`config.mk`:
```
export PLATFORM = sky130hd
export DESIGN_NAME = publish_packet_parser_top
export DESIGN_NICKNAME = d
export VERILOG_FILES = /design/src/rtl/ppp_pkg.sv /design/src/rtl/ppp_core.sv /design/src/rtl/publish_packet_parser_top.sv
export SDC_FILE = /design/constraint.sdc
export NUM_CORES = 1
export LEC_CHECK = 0
export BUFFER_PORTS_ARGS = -buffer_cell sky130_fd_sc_hd__buf_2
export CORE_MARGIN = 3
export CORE_UTILIZATION = 40
export DETAILED_ROUTE_END_ITERATION = 10
export PLACE_DENSITY = 0.67
export SETUP_SLACK_MARGIN = 0.05
export SYNTH_ARGS = -nofsm -noshare
export SYNTH_HDL_FRONTEND = slang
export SYNTH_HIERARCHICAL = 1
export SYNTH_SLANG_ARGS = --single-unit
```
`constraint.sdc`:
```
create_clock -name clk_i -period 10.6 [get_ports clk_i]
set_input_delay 1.06 -clock clk_i [delete_from_list [all_inputs] [get_ports clk_i]]
set_output_delay 1.06 -clock clk_i [all_outputs]
set_load 0.005 [all_outputs]
```
`src/rtl/ppp_pkg.sv`:
```
`default_nettype none

package ppp_pkg;

  localparam int DEF_MAX_LEN_DIGITS = 4;

  localparam logic [27:0] PAYLOAD_MAX = 28'hFFF_FFFF;

  typedef enum logic [2:0] {
    PH_IDLE    = 3'd0,
    PH_REMLEN  = 3'd1,
    PH_TLEN    = 3'd2,
    PH_TOPIC   = 3'd3,
    PH_PID     = 3'd4,
    PH_PAYLOAD = 3'd5,
    PH_SKIP    = 3'd6
  } phase_e;

  // byte_kind codes
  localparam logic [2:0] KIND_HEADER  = 3'd0;
  localparam logic [2:0] KIND_REMLEN  = 3'd1;
  localparam logic [2:0] KIND_TLEN    = 3'd2;
  localparam logic [2:0] KIND_TOPIC   = 3'd3;
  localparam logic [2:0] KIND_PID     = 3'd4;
  localparam logic [2:0] KIND_PAYLOAD = 3'd5;
  localparam logic [2:0] KIND_SKIP    = 3'd6;

  // status codes
  localparam logic [2:0] ST_OK        = 3'd0;
  localparam logic [2:0] ST_SHORT     = 3'd1;
  localparam logic [2:0] ST_NO_TLEN   = 3'd2;
  localparam logic [2:0] ST_OVERRUN   = 3'd3;
  localparam logic [2:0] ST_NO_PID    = 3'd4;
  localparam logic [2:0] ST_MALFORMED = 3'd5;

  // ack codes
  localparam logic [1:0] ACK_NONE   = 2'd0;
  localparam logic [1:0] ACK_PUBACK = 2'd1;
  localparam logic [1:0] ACK_PUBREC = 2'd2;

  // QoS values that select an ack
  localparam logic [1:0] QOS_1 = 2'd1;
  localparam logic [1:0] QOS_2 = 2'd2;

  typedef struct packed {
    phase_e      phase;
    logic [2:0]  digit_count;
    logic [15:0] tlen_reg;
    logic [15:0] topic_left;
    logic [15:0] ident;
    logic [3:0]  flags;
    logic [27:0] payload_count;
    logic [2:0]  error_code;
  } parse_state_t;

  typedef struct packed {
    logic [2:0]  byte_kind;
    logic [7:0]  byte_value;
    logic        packet_done;
    logic [2:0]  status;
    logic [1:0]  qos_level;
    logic        dup_flag;
    logic        retain_flag;
    logic [15:0] packet_ident;
    logic [15:0] topic_size;
    logic [27:0] payload_total;
    logic [1:0]  ack_kind;
    logic        retain_action;
  } result_t;

endpackage

`default_nettype wire

```
`src/rtl/ppp_core.sv`:
```
`default_nettype none

module ppp_core
  import ppp_pkg::*;
#(
  parameter int MAX_LEN_DIGITS = DEF_MAX_LEN_DIGITS
) (
  input  wire logic       clk_i,
  input  wire logic       rst_ni,
  input  wire logic       step_i,
  input  wire logic [7:0] data_byte_i,
  input  wire logic       end_of_packet_i,
  output result_t         res_o
);

  localparam logic [2:0] MaxDigits = 3'(MAX_LEN_DIGITS);

  parse_state_t st_q, st_upd, st_d;
  logic [2:0]   kind;
  logic [2:0]   status;
  logic [1:0]   qos_q;
  logic [1:0]   qos_upd;
  phase_e       after_topic;
  logic [15:0]  tlen_full;

  assign qos_q       = st_q.flags[2:1];
  assign after_topic = (qos_q != 2'd0) ? PH_PID : PH_PAYLOAD;
  assign tlen_full   = {st_q.tlen_reg[15:8], data_byte_i};

  always_comb begin
    st_upd = st_q;
    kind   = KIND_HEADER;
    unique case (st_q.phase)
      PH_REMLEN: begin
        kind = KIND_REMLEN;
        st_upd.digit_count = st_q.digit_count + 3'd1;
        if (data_byte_i[7]) begin
          if (st_upd.digit_count >= MaxDigits) begin
            st_upd.error_code = ST_MALFORMED;
            st_upd.phase      = PH_SKIP;
          end
        end else begin
          st_upd.digit_count = 3'd0;
          st_upd.phase       = PH_TLEN;
        end
      end
      PH_TLEN: begin
        kind = KIND_TLEN;
        if (st_q.digit_count == 3'd0) begin
          st_upd.tlen_reg    = {data_byte_i, 8'h00};
          st_upd.digit_count = 3'd1;
        end else begin
          st_upd.tlen_reg   = tlen_full;
          st_upd.topic_left = tlen_full;
          if (tlen_full != 16'd0) begin
            st_upd.phase = PH_TOPIC;
          end else begin
            st_upd.digit_count = 3'd0;
            st_upd.phase       = after_topic;
          end
        end
      end
      PH_TOPIC: begin
        kind = KIND_TOPIC;
        st_upd.topic_left = st_q.topic_left - 16'd1;
        if (st_upd.topic_left == 16'd0) begin
          st_upd.digit_count = 3'd0;
          st_upd.phase       = after_topic;
        end
      end
      PH_PID: begin
        kind = KIND_PID;
        if (st_q.digit_count == 3'd0) begin
          st_upd.ident       = {data_byte_i, 8'h00};
          st_upd.digit_count = 3'd1;
        end else begin
          st_upd.ident       = {st_q.ident[15:8], data_byte_i};
          st_upd.digit_count = 3'd0;
          st_upd.phase       = PH_PAYLOAD;
        end
      end
      PH_PAYLOAD: begin
        kind = KIND_PAYLOAD;
        if (st_q.payload_count != PAYLOAD_MAX) begin
          st_upd.payload_count = st_q.payload_count + 28'd1;
        end
      end
      PH_SKIP: begin
        kind = KIND_SKIP;
      end
      default: begin
        // header byte (unused phase code counts as idle)
        kind   = KIND_HEADER;
        st_upd = '0;
        st_upd.flags = data_byte_i[3:0];
        st_upd.phase = PH_REMLEN;
      end
    endcase
  end

  assign qos_upd = st_upd.flags[2:1];

  always_comb begin
    status = st_upd.error_code;
    if (end_of_packet_i) begin
      if (kind == KIND_HEADER) begin
        status = ST_SHORT;
      end else begin
        case (st_upd.phase) inside
          PH_REMLEN, PH_TLEN: status = ST_NO_TLEN;
          PH_TOPIC:           status = ST_OVERRUN;
          PH_PID:             status = ST_NO_PID;
          PH_PAYLOAD:         status = ST_OK;
          default:            status = st_upd.error_code;
        endcase
      end
    end
  end

  always_comb begin
    res_o               = '0;
    res_o.byte_kind     = kind;
    res_o.byte_value    = data_byte_i;
    res_o.packet_done   = end_of_packet_i;
    res_o.status        = status;
    res_o.qos_level     = qos_upd;
    res_o.dup_flag      = st_upd.flags[3];
    res_o.retain_flag   = st_upd.flags[0];
    res_o.packet_ident  = st_upd.ident;
    res_o.topic_size    = st_upd.tlen_reg;
    res_o.payload_total = st_upd.payload_count;
    res_o.ack_kind      = ACK_NONE;
    res_o.retain_action = 1'b0;
    if (end_of_packet_i && (status == ST_OK)) begin
      if (qos_upd == QOS_1) begin
        res_o.ack_kind = ACK_PUBACK;
      end else if (qos_upd == QOS_2) begin
        res_o.ack_kind = ACK_PUBREC;
      end
      res_o.retain_action = st_upd.flags[0] && (st_upd.payload_count != 28'd0);
    end
  end

  // the final byte returns the parser to idle
  assign st_d = end_of_packet_i ? '0 : st_upd;

  always_ff @(posedge clk_i or negedge rst_ni) begin
    if (!rst_ni) begin
      st_q <= '0;
    end else if (step_i) begin
      st_q <= st_d;
    end
  end

endmodule

`default_nettype wire

```
`src/rtl/publish_packet_parser_top.sv`:
```
`default_nettype none

// Byte-serial parser for one MQTT PUBLISH packet at a time. Feed the packet
// in wire order, one transfer per byte, with end_of_packet_i high on the last
// byte; every byte gives exactly one result transfer that tags the byte
// (header, remaining-length digit, topic length, topic, packet id, payload,
// or ignored after a malformed length) and shows the fields gathered so far.
// The result on the last byte carries the final status, the ack to send
// (none, PUBACK, PUBREC) and the retained-message action, and the parser then
// waits for the next header byte. Throughput is one byte per clock unless the
// result side stalls: the whole per-byte state update is one pass through the
// parser core between the input register and the result register. A byte is
// taken into the input register, then moves through the core into the result
// register, raising result valid, once that register is free. Stall on the
// output side propagates to in_stall_o once both registers hold data.
module publish_packet_parser_top
  import ppp_pkg::*;
#(
  parameter int MAX_LEN_DIGITS = DEF_MAX_LEN_DIGITS
) (
  input  wire logic        clk_i,
  input  wire logic        rst_ni,
  // input channel
  input  wire logic        in_valid_i,
  output logic             in_stall_o,
  input  wire logic [7:0]  data_byte_i,
  input  wire logic        end_of_packet_i,
  // result channel
  output logic             out_valid_o,
  input  wire logic        out_stall_i,
  output logic [2:0]       byte_kind_o,
  output logic [7:0]       byte_value_o,
  output logic             packet_done_o,
  output logic [2:0]       status_o,
  output logic [1:0]       qos_level_o,
  output logic             dup_flag_o,
  output logic             retain_flag_o,
  output logic [15:0]      packet_ident_o,
  output logic [15:0]      topic_size_o,
  output logic [27:0]      payload_total_o,
  output logic [1:0]       ack_kind_o,
  output logic             retain_action_o
);

  // input register
  logic       in_vld_q;
  logic [7:0] in_byte_q;
  logic       in_eop_q;

  // result register
  logic       out_vld_q;
  result_t    res_q;
  result_t    core_res;

  logic out_ready;
  logic advance;
  logic in_xfer;

  // result register can take a new value when empty or being drained
  assign out_ready  = !out_vld_q || !out_stall_i;
  assign advance    = in_vld_q && out_ready;
  assign in_stall_o = in_vld_q && !out_ready;
  assign in_xfer    = in_valid_i && !in_stall_o;

  always_ff @(posedge clk_i or negedge rst_ni) begin
    if (!rst_ni) begin
      in_vld_q <= 1'b0;
    end else if (in_xfer) begin
      in_vld_q <= 1'b1;
    end else if (advance) begin
      in_vld_q <= 1'b0;
    end
  end

  always_ff @(posedge clk_i) begin
    if (in_xfer) begin
      in_byte_q <= data_byte_i;
      in_eop_q  <= end_of_packet_i;
    end
  end

  // state advances exactly once per byte, as the byte moves to the result reg
  ppp_core #(
    .MAX_LEN_DIGITS (MAX_LEN_DIGITS)
  ) u_core (
    .clk_i           (clk_i),
    .rst_ni          (rst_ni),
    .step_i          (advance),
    .data_byte_i     (in_byte_q),
    .end_of_packet_i (in_eop_q),
    .res_o           (core_res)
  );

  always_ff @(posedge clk_i or negedge rst_ni) begin
    if (!rst_ni) begin
      out_vld_q <= 1'b0;
    end else if (advance) begin
      out_vld_q <= 1'b1;
    end else if (!out_stall_i) begin
      out_vld_q <= 1'b0;
    end
  end

  always_ff @(posedge clk_i) begin
    if (advance) begin
      res_q <= core_res;
    end
  end

  assign out_valid_o     = out_vld_q;
  assign byte_kind_o     = res_q.byte_kind;
  assign byte_value_o    = res_q.byte_value;
  assign packet_done_o   = res_q.packet_done;
  assign status_o        = res_q.status;
  assign qos_level_o     = res_q.qos_level;
  assign dup_flag_o      = res_q.dup_flag;
  assign retain_flag_o   = res_q.retain_flag;
  assign packet_ident_o  = res_q.packet_ident;
  assign topic_size_o    = res_q.topic_size;
  assign payload_total_o = res_q.payload_total;
  assign ack_kind_o      = res_q.ack_kind;
  assign retain_action_o = res_q.retain_action;

endmodule

`default_nettype wire

```
==> run_results.csv, run 1 <==
group,metric,value,unit
setup_path,start_kind,"register",
final_layout,diodes,0,
placement,hpwl,15.04,mm
detailed_routing,ant_nets,0,
clocking,clkTransAtPathRegs,0.07,ns
synth,ys.flop_type,"edfxtp_1",
synth,synth-edff-count,91,
detailed_routing,routed_via_density,5.946,
clocking,post_cts_buffers,0,
sta,setup_slack,6.895,ns
setup_path,cp_data_arrival_time,3.86,ns
floorplan,io_pins,97,
placement,place_area,9458,µm²
detailed_routing,drc,0,
global_routing,grt_max_degree,62,
sta,setup_viol,0,
synth,yosys-top-cells-count,"91 x dfrtp_1, 91 x edfxtp_1, 76 x a22o_1, 54 x nand2_1, 53 x nor2_1",
setup_path,path_class,"register to register",
placement,gp_congestion,0.9965,
final_layout,design_area,10070,µm²
worst_hold_path,hp-class,"register to register",
power_and_ir_drop,p_total,1.722,mW
run,cap_viol_max_count,0,
clocking,cts_tree,"done",
sta,fmax,269.9,MHz
setup_path,cp_data_required_time,10.75,ns
final_layout,utilization,0.4716,
sta,whs,0.5016,ns
synth,synth.distinct_cells,73,
clocking,holdBufCountCts,0,
setup_path,cp_max_fo,27,
final_layout,layout-drive-gt1-share,0.1944,
clocking,cts_buffer_depth,2,
clocking,clock_sinks,182,
synth,synthCells,783,
detailed_routing,num_vias,6773,
sta,grt_setup_unrepaired,"false",
synth,ys_ff_latch,182,
final_layout,area_growth,14.41,%
placement,placed_cells,1107,
global_routing,antenna_found_initial,0,
power_and_ir_drop,leakagePower,4.331,nW
clocking,clk_latency,0.44,ns
sta,tightest_slew,1.183,ns
global_routing,track_usage,0.1916,
synth,synthTopCellsByArea,"edfxtp_1 31%, dfrtp_1 26%, a22o_1 7.6%, a21oi_1 2.4%, nand2_1 2.3%",
synth,synthArstFlopShare,0.5000,
sta,fin_skew,0.01098,ns
clocking,cts_buffers,17,
detailed_routing,drtPass1Iterations,5,
synth,synth_area_leader_cell,"edfxtp_1",
final_layout,final_cells,1139,
synth,ys_warn_count,6,
power_and_ir_drop,peakVddDrop,0.0001150,V
floorplan,fp.coreArea,21350,µm²
global_routing,grt_pass1_vias,6560,
floorplan,die_height,154.3,µm
floorplan,dieArea,23820,µm²
global_routing,grt.overflow.total,0,
clocking,cts-htree-levels,4,
global_routing,grt_pass1_wl,36.34,mm
floorplan,die_width,154.3,µm
detailed_routing,drt-initial-drc-count,536,
clocking,cts.repair.resized,0,
sta,relSlewSlack,0.2102,
power_and_ir_drop,power_density,171.0,nW/µm²
floorplan,std_cell_rows,53,
sta,drv_slew,0,
sta,finalHoldViolations,0,
detailed_routing,routedWlPerCell,20.11,µm
floorplan,start_util,0.4122,
placement,numPortBuffers,96,
final_layout,layout.nets,869,
setup_path,end_kind,"register",
sta,min_period,3.705,ns
status,outcome,"finished clean",
synth,synth_nets,801,
synth,syn_avg_cell_area,11.24,µm²
clocking,ctsRootBufferMaster,"clkbuf_16",
synth,synth-seq-area-share,0.5692,
detailed_routing,drt-total-wl,22.91,mm
synth,syn_area,8802,µm²
sta,setup_tns,0,ns
placement,place_ws,6.849,ns
sta,finalCritPeriodShare,0.3495,
synth,synth_top_area_frac,0.3104,
## routing by layer
layer / part of all wire / track usage / vias to the layer above / routed length (µm)
met4: 0.029 / 0.07653 / 0 / 662
met1: 0.44 / 0.2592 / 3360 / 10030
met3: 0.059 / 0.04113 / 46 / 1342
li1: - / - / 3120 / -
met2: 0.47 / 0.3024 / 247 / 10880
met5: 0 / 0 / - / 0
## path summary, 6_finish.rpt
check	startpoint	endpoint	slack (ns)	cells after the start
min in group asynchronous	rst_ni	u_core/st_q[23]	0.56	1
worst max-delay path	u_core/st_q[88]	retain_action_o	6.89	8
max in group asynchronous	rst_ni	u_core/st_q[27]	8.86	2
worst max register to register	u_core/st_q[88]	retain_action_o	6.89	8
worst min register to register	u_core/st_q[31]	u_core/st_q[31]	0.50	1
worst min-delay path	u_core/st_q[31]	u_core/st_q[31]	0.50	1
## placed cells by master (no fill, tap or decap), drive strengths merged, types with 10 or more instances in the layout
cell	count
a21oi	45
a22o	76
a31oi	10
and3	10
buf	105
clkbuf	17
dfrtp	91
edfxtp	91
inv	44
nand2	54
nand3	14
nand4	15
nor2	53
nor3	18
nor4	18
o21ai	46
o2bb2ai	19
## flip-flops by register name (all words and copies together), names as in the netlist, 2 cells and up
name / cells
ack_kind_o: 2
topic_size_o: 16
payload_total_o: 28
status_o: 3
byte_kind_o: 3
byte_value_o: 8
in_byte_q: 8
qos_level_o: 2
u_core/qos_q: 2
u_core/st_q: 87
packet_ident_o: 16
## power by group
group          total, mW  internal, mW  switching (mW)
logic              0.241        0.0743           0.166
registers          0.818         0.786          0.0322
clock network      0.663         0.378           0.285
total               1.72          1.24           0.484
## critical path, cell delays in order (launching register included)
cell	delay (ns)
dfrtp_1	0.62
nand3b_1	0.85
o21ai_0	0.56
nand2_1	0.23
a21oi_1	0.06
nor2_1	0.21
nand4_1	0.15
nor4_1	0.62
a21oi_1	0.13
## kinds of logic (layout without fill, tap and decap cells)
group,count (synthesis),after routing,synth area share
xor+xnor,8,8,0.007961
fa+ha+maj,5,5,0.007107
flops,182,182,0.5692
buf+inv,93,174,0.04449
mux,9,9,0.01066
simple gates,230,230,0.1436
compound gates,256,256,0.2171
## cell type report
class	instances	area, µm²
fill	2019	11280
clock buffer	17	425.4
multi-input combinational	508	3415
inverter	37	138.9
sequential	182	5010
timing repair buffer	105	550.5
clock inverter	15	187.7
tap	275	344.1
Note: power is estimated with default switching activity, not from simulation.
==> run 2: changes to the inputs <==
--- a/config.mk
+++ b/config.mk
@@ -5,11 +5,12 @@
 export SDC_FILE = /design/constraint.sdc
 export NUM_CORES = 1
 export LEC_CHECK = 0
+export ABC_AREA = 1
 export BUFFER_PORTS_ARGS = -buffer_cell sky130_fd_sc_hd__buf_2
 export CORE_MARGIN = 3
 export CORE_UTILIZATION = 40
 export DETAILED_ROUTE_END_ITERATION = 10
-export PLACE_DENSITY = 0.67
+export PLACE_DENSITY = 0.69
 export SETUP_SLACK_MARGIN = 0.05
 export SYNTH_ARGS = -nofsm -noshare
 export SYNTH_HDL_FRONTEND = slang
==> constraint.sdc (replaced) <==
create_clock -name clk_i -period 3.1 [get_ports clk_i]
set_input_delay 0.31 -clock clk_i [delete_from_list [all_inputs] [get_ports clk_i]]
set_output_delay 0.31 -clock clk_i [all_outputs]
set_load 0.005 [all_outputs]
==> run 2 against run 1 <==
Flip-flop and latch count unchanged. First-iteration DRC count rose by 48%. Combinational power grew to 7.7 times the previous value. Fmax grew 34%. Core utilization up 0.73 points. Highest routed layer unchanged. Largest power group unchanged. Non-clock buffer count increased by 7. Cell count up 27%. Setup slack worse by 6.6 ns. Synthesized cell count grew 35%. Sequential share of layout area shrank 2.5 points.
==> run_results.csv, run 2 <==
group,metric,value,unit
synth,synth.distinct_cells,41,
global_routing,antenna_found_initial,0,
clocking,cts_tree,"done",
detailed_routing,ant_nets,0,
placement,gp_congestion,0.9555,
sta,finalCritPeriodShare,0.8916,
floorplan,std_cell_rows,54,
global_routing,grt_pass1_vias,7264,
synth,yosysMostFrequentCell,"nand2_1",
clocking,clock_sinks,182,
clocking,clkTransAtPathRegs,0.08,ns
synth,synth_top_area_frac,0.2990,
final_layout,regMostFlops,"u_core/st_q",
sta,relSlewSlack,0.4693,
setup_path,cp_data_arrival_time,2.95,ns
final_layout,layout-drive-gt1-share,0.1680,
sta,setup_slack,0.3360,ns
setup_path,path_class,"register to register",
synth,synth_nets,1073,
synth,synth_area_leader_cell,"edfxtp_1",
synth,syn_avg_cell_area,8.662,µm²
detailed_routing,drtPass1Iterations,5,
sta,finalHoldViolations,0,
sta,grt_setup_unrepaired,"false",
detailed_routing,drc,0,
placement,place_ws,0.2572,ns
global_routing,grt_max_degree,151,
setup_path,start_kind,"register",
floorplan,die_height,157.2,µm
floorplan,dieArea,24700,µm²
floorplan,fp.coreArea,22160,µm²
setup_path,rrSetupSlack,0.34,ns
final_layout,diodes,0,
power_and_ir_drop,power_density,662.0,nW/µm²
status,outcome,"finished clean",
floorplan,io_pins,97,
final_layout,largest_reg_flops,87,
power_and_ir_drop,leakagePower,4.707,nW
synth,synth-seq-area-share,0.5482,
final_layout,final_cell_mix,"219 x nand2_1, 151 x inv_1, 120 x nor2_1",
clocking,post_cts_buffers,0,
sta,min_period,2.764,ns
clocking,cts_buffer_depth,2,
final_layout,layout.nets,1166,
global_routing,track_usage,0.2031,
sta,fmax,361.8,MHz
synth,ys_ff_latch,182,
detailed_routing,drt-initial-drc-count,793,
run,cap_viol_max_count,0,
detailed_routing,routedWlPerCell,17.11,µm
placement,numPortBuffers,96,
power_and_ir_drop,p_total,7.027,mW
sta,fin_skew,0.01659,ns
sta,drv_slew,0,
clocking,cts_buffers,17,
synth,synthCells,1055,
setup_path,cp_max_fo,20,
synth,synth-edff-count,91,
placement,hpwl,16.97,mm
detailed_routing,drt-total-wl,24.65,mm
setup_path,end_kind,"register",
power_and_ir_drop,peakVddDrop,0.0003050,V
synth,syn_area,9139,µm²
synth,synthTopCellsByArea,"edfxtp_1 30%, dfrtp_1 25%, nand2_1 9.0%, inv_1 6.2%, nor2_1 5.0%",
sta,setup_viol,0,
detailed_routing,routed_via_density,5.328,
worst_hold_path,hp-class,"input port to register",
clocking,cts-htree-levels,4,
synth,ys.flop_type,"edfxtp_1",
synth,synthArstFlopShare,0.5000,
clocking,ctsRootBufferMaster,"clkbuf_16",
floorplan,start_util,0.4124,
final_layout,area_growth,16.14,%
global_routing,grt.overflow.total,0,
synth,yosys-top-cells-count,"219 x nand2_1, 151 x inv_1, 121 x nor2_1, 91 x dfrtp_1, 91 x edfxtp_1",
setup_path,cp_data_required_time,3.29,ns
global_routing,grt_pass1_wl,39.34,mm
sta,tightest_slew,0.7960,ns
detailed_routing,num_vias,7677,
synth,ys_warn_count,6,
clocking,clk_latency,0.44,ns
floorplan,die_width,157.2,µm
final_layout,final_common_cell,"nand2_1",
run 2: cell count changes after synthesis, sizes merged, moves of 19 or more:
cell,delta
nand2,+171
inv,+130
nor2,+84
a22o,-76
o21ai,+55
o22ai,+55
a21oi,-26
nand3,+24
o2bb2ai,-19
run 2: metrics by stage:
stage | util | area, µm² | setup TNS, ns | cells | hold slack (ns)
after floorplan | - | 9216 | -10.79 | 1055 | 0.01441
after global placement | 0.4498 | 9967 | 0 | 1408 | 0.4031
after detailed placement | 0.4498 | 9967 | 0 | 1408 | 0.4010
after CTS | 0.4787 | 10610 | 0 | 1441 | 0.02690
after global routing | 0.4789 | 10610 | 0 | 1441 | 0.01952
final | 0.4789 | 10610 | 0 | 1441 | 0.04145
run 2: worst paths after layout:
check / from / endpoint / cells past startpoint
setup / recovery: u_core/st_q[3] / retain_action_o / 18
hold / removal: data_byte_i[2] / in_byte_q[2] / 1
setup reg to reg: u_core/st_q[3] / retain_action_o / 18
hold reg to reg: u_core/st_q[0] / u_core/st_q[0] / 2
max in group asynchronous: rst_ni / u_core/st_q[80] / 3
min in group asynchronous: rst_ni / u_core/st_q[6] / 3
run 2: kinds of logic after synthesis:
kind of cell,after synthesis,share of synthesized area
adders and majority gates,5,0.006846
DFF,182,0.5482
and+or+nand+nor,433,0.2017
xor gates and xnor gates,16,0.01533
buffers and inverters,206,0.09118
AOI/OAI and AO/OA,213,0.1368
run 2: routing by layer:
layer / vias up / GRT usage / share of wire
met5: - / 0 / 0
met4: 0 / 0.05165 / 0.017
met3: 38 / 0.04372 / 0.056
met2: 288 / 0.3408 / 0.50
met1: 3669 / 0.2696 / 0.43
li1: 3682 / - / -
run 2: report_power, final:
group,internal [mW],switching (mW)
Clock,1.18,1.09
Combinational,0.540,1.32
Sequential,2.79,0.111
Total,4.50,2.52
run 2: what timing repair did:
item | in CTS | in global routing
endpoints found under the setup margin | 0 | 1
hold buffers | 1 | 0
gates resized for setup | 0 | 1
endpoints found under the hold margin | 91 | 0
run 2: layout make-up:
type / count / area (µm²)
Inverter: 168 / 648.1
Clock buffer: 17 / 425.4
Multi-Input combinational cell: 667 / 3343
Fill cell: 2109 / 11550
Tap cell: 280 / 350.3
Sequential cell: 182 / 5010
Clock inverter: 15 / 206.4
Timing Repair Buffer: 112 / 630.6
run 2: critical path, stage by stage, from the launching register on:
cell and delay, ns:
dfrtp_1 0.46, ha_1 0.31, inv_2 0.06, nor2_2 0.17
nand2_1 0.12, inv_2 0.07, nand2_1 0.07, inv_2 0.09
nand2_4 0.16, inv_4 0.15, nand2_1 0.06, nand3_1 0.06
o21ai_1 0.10, nor2_1 0.13, nand4_1 0.13, nor2_1 0.14
nand3_1 0.12, nand2_1 0.08, nor2_1 0.04
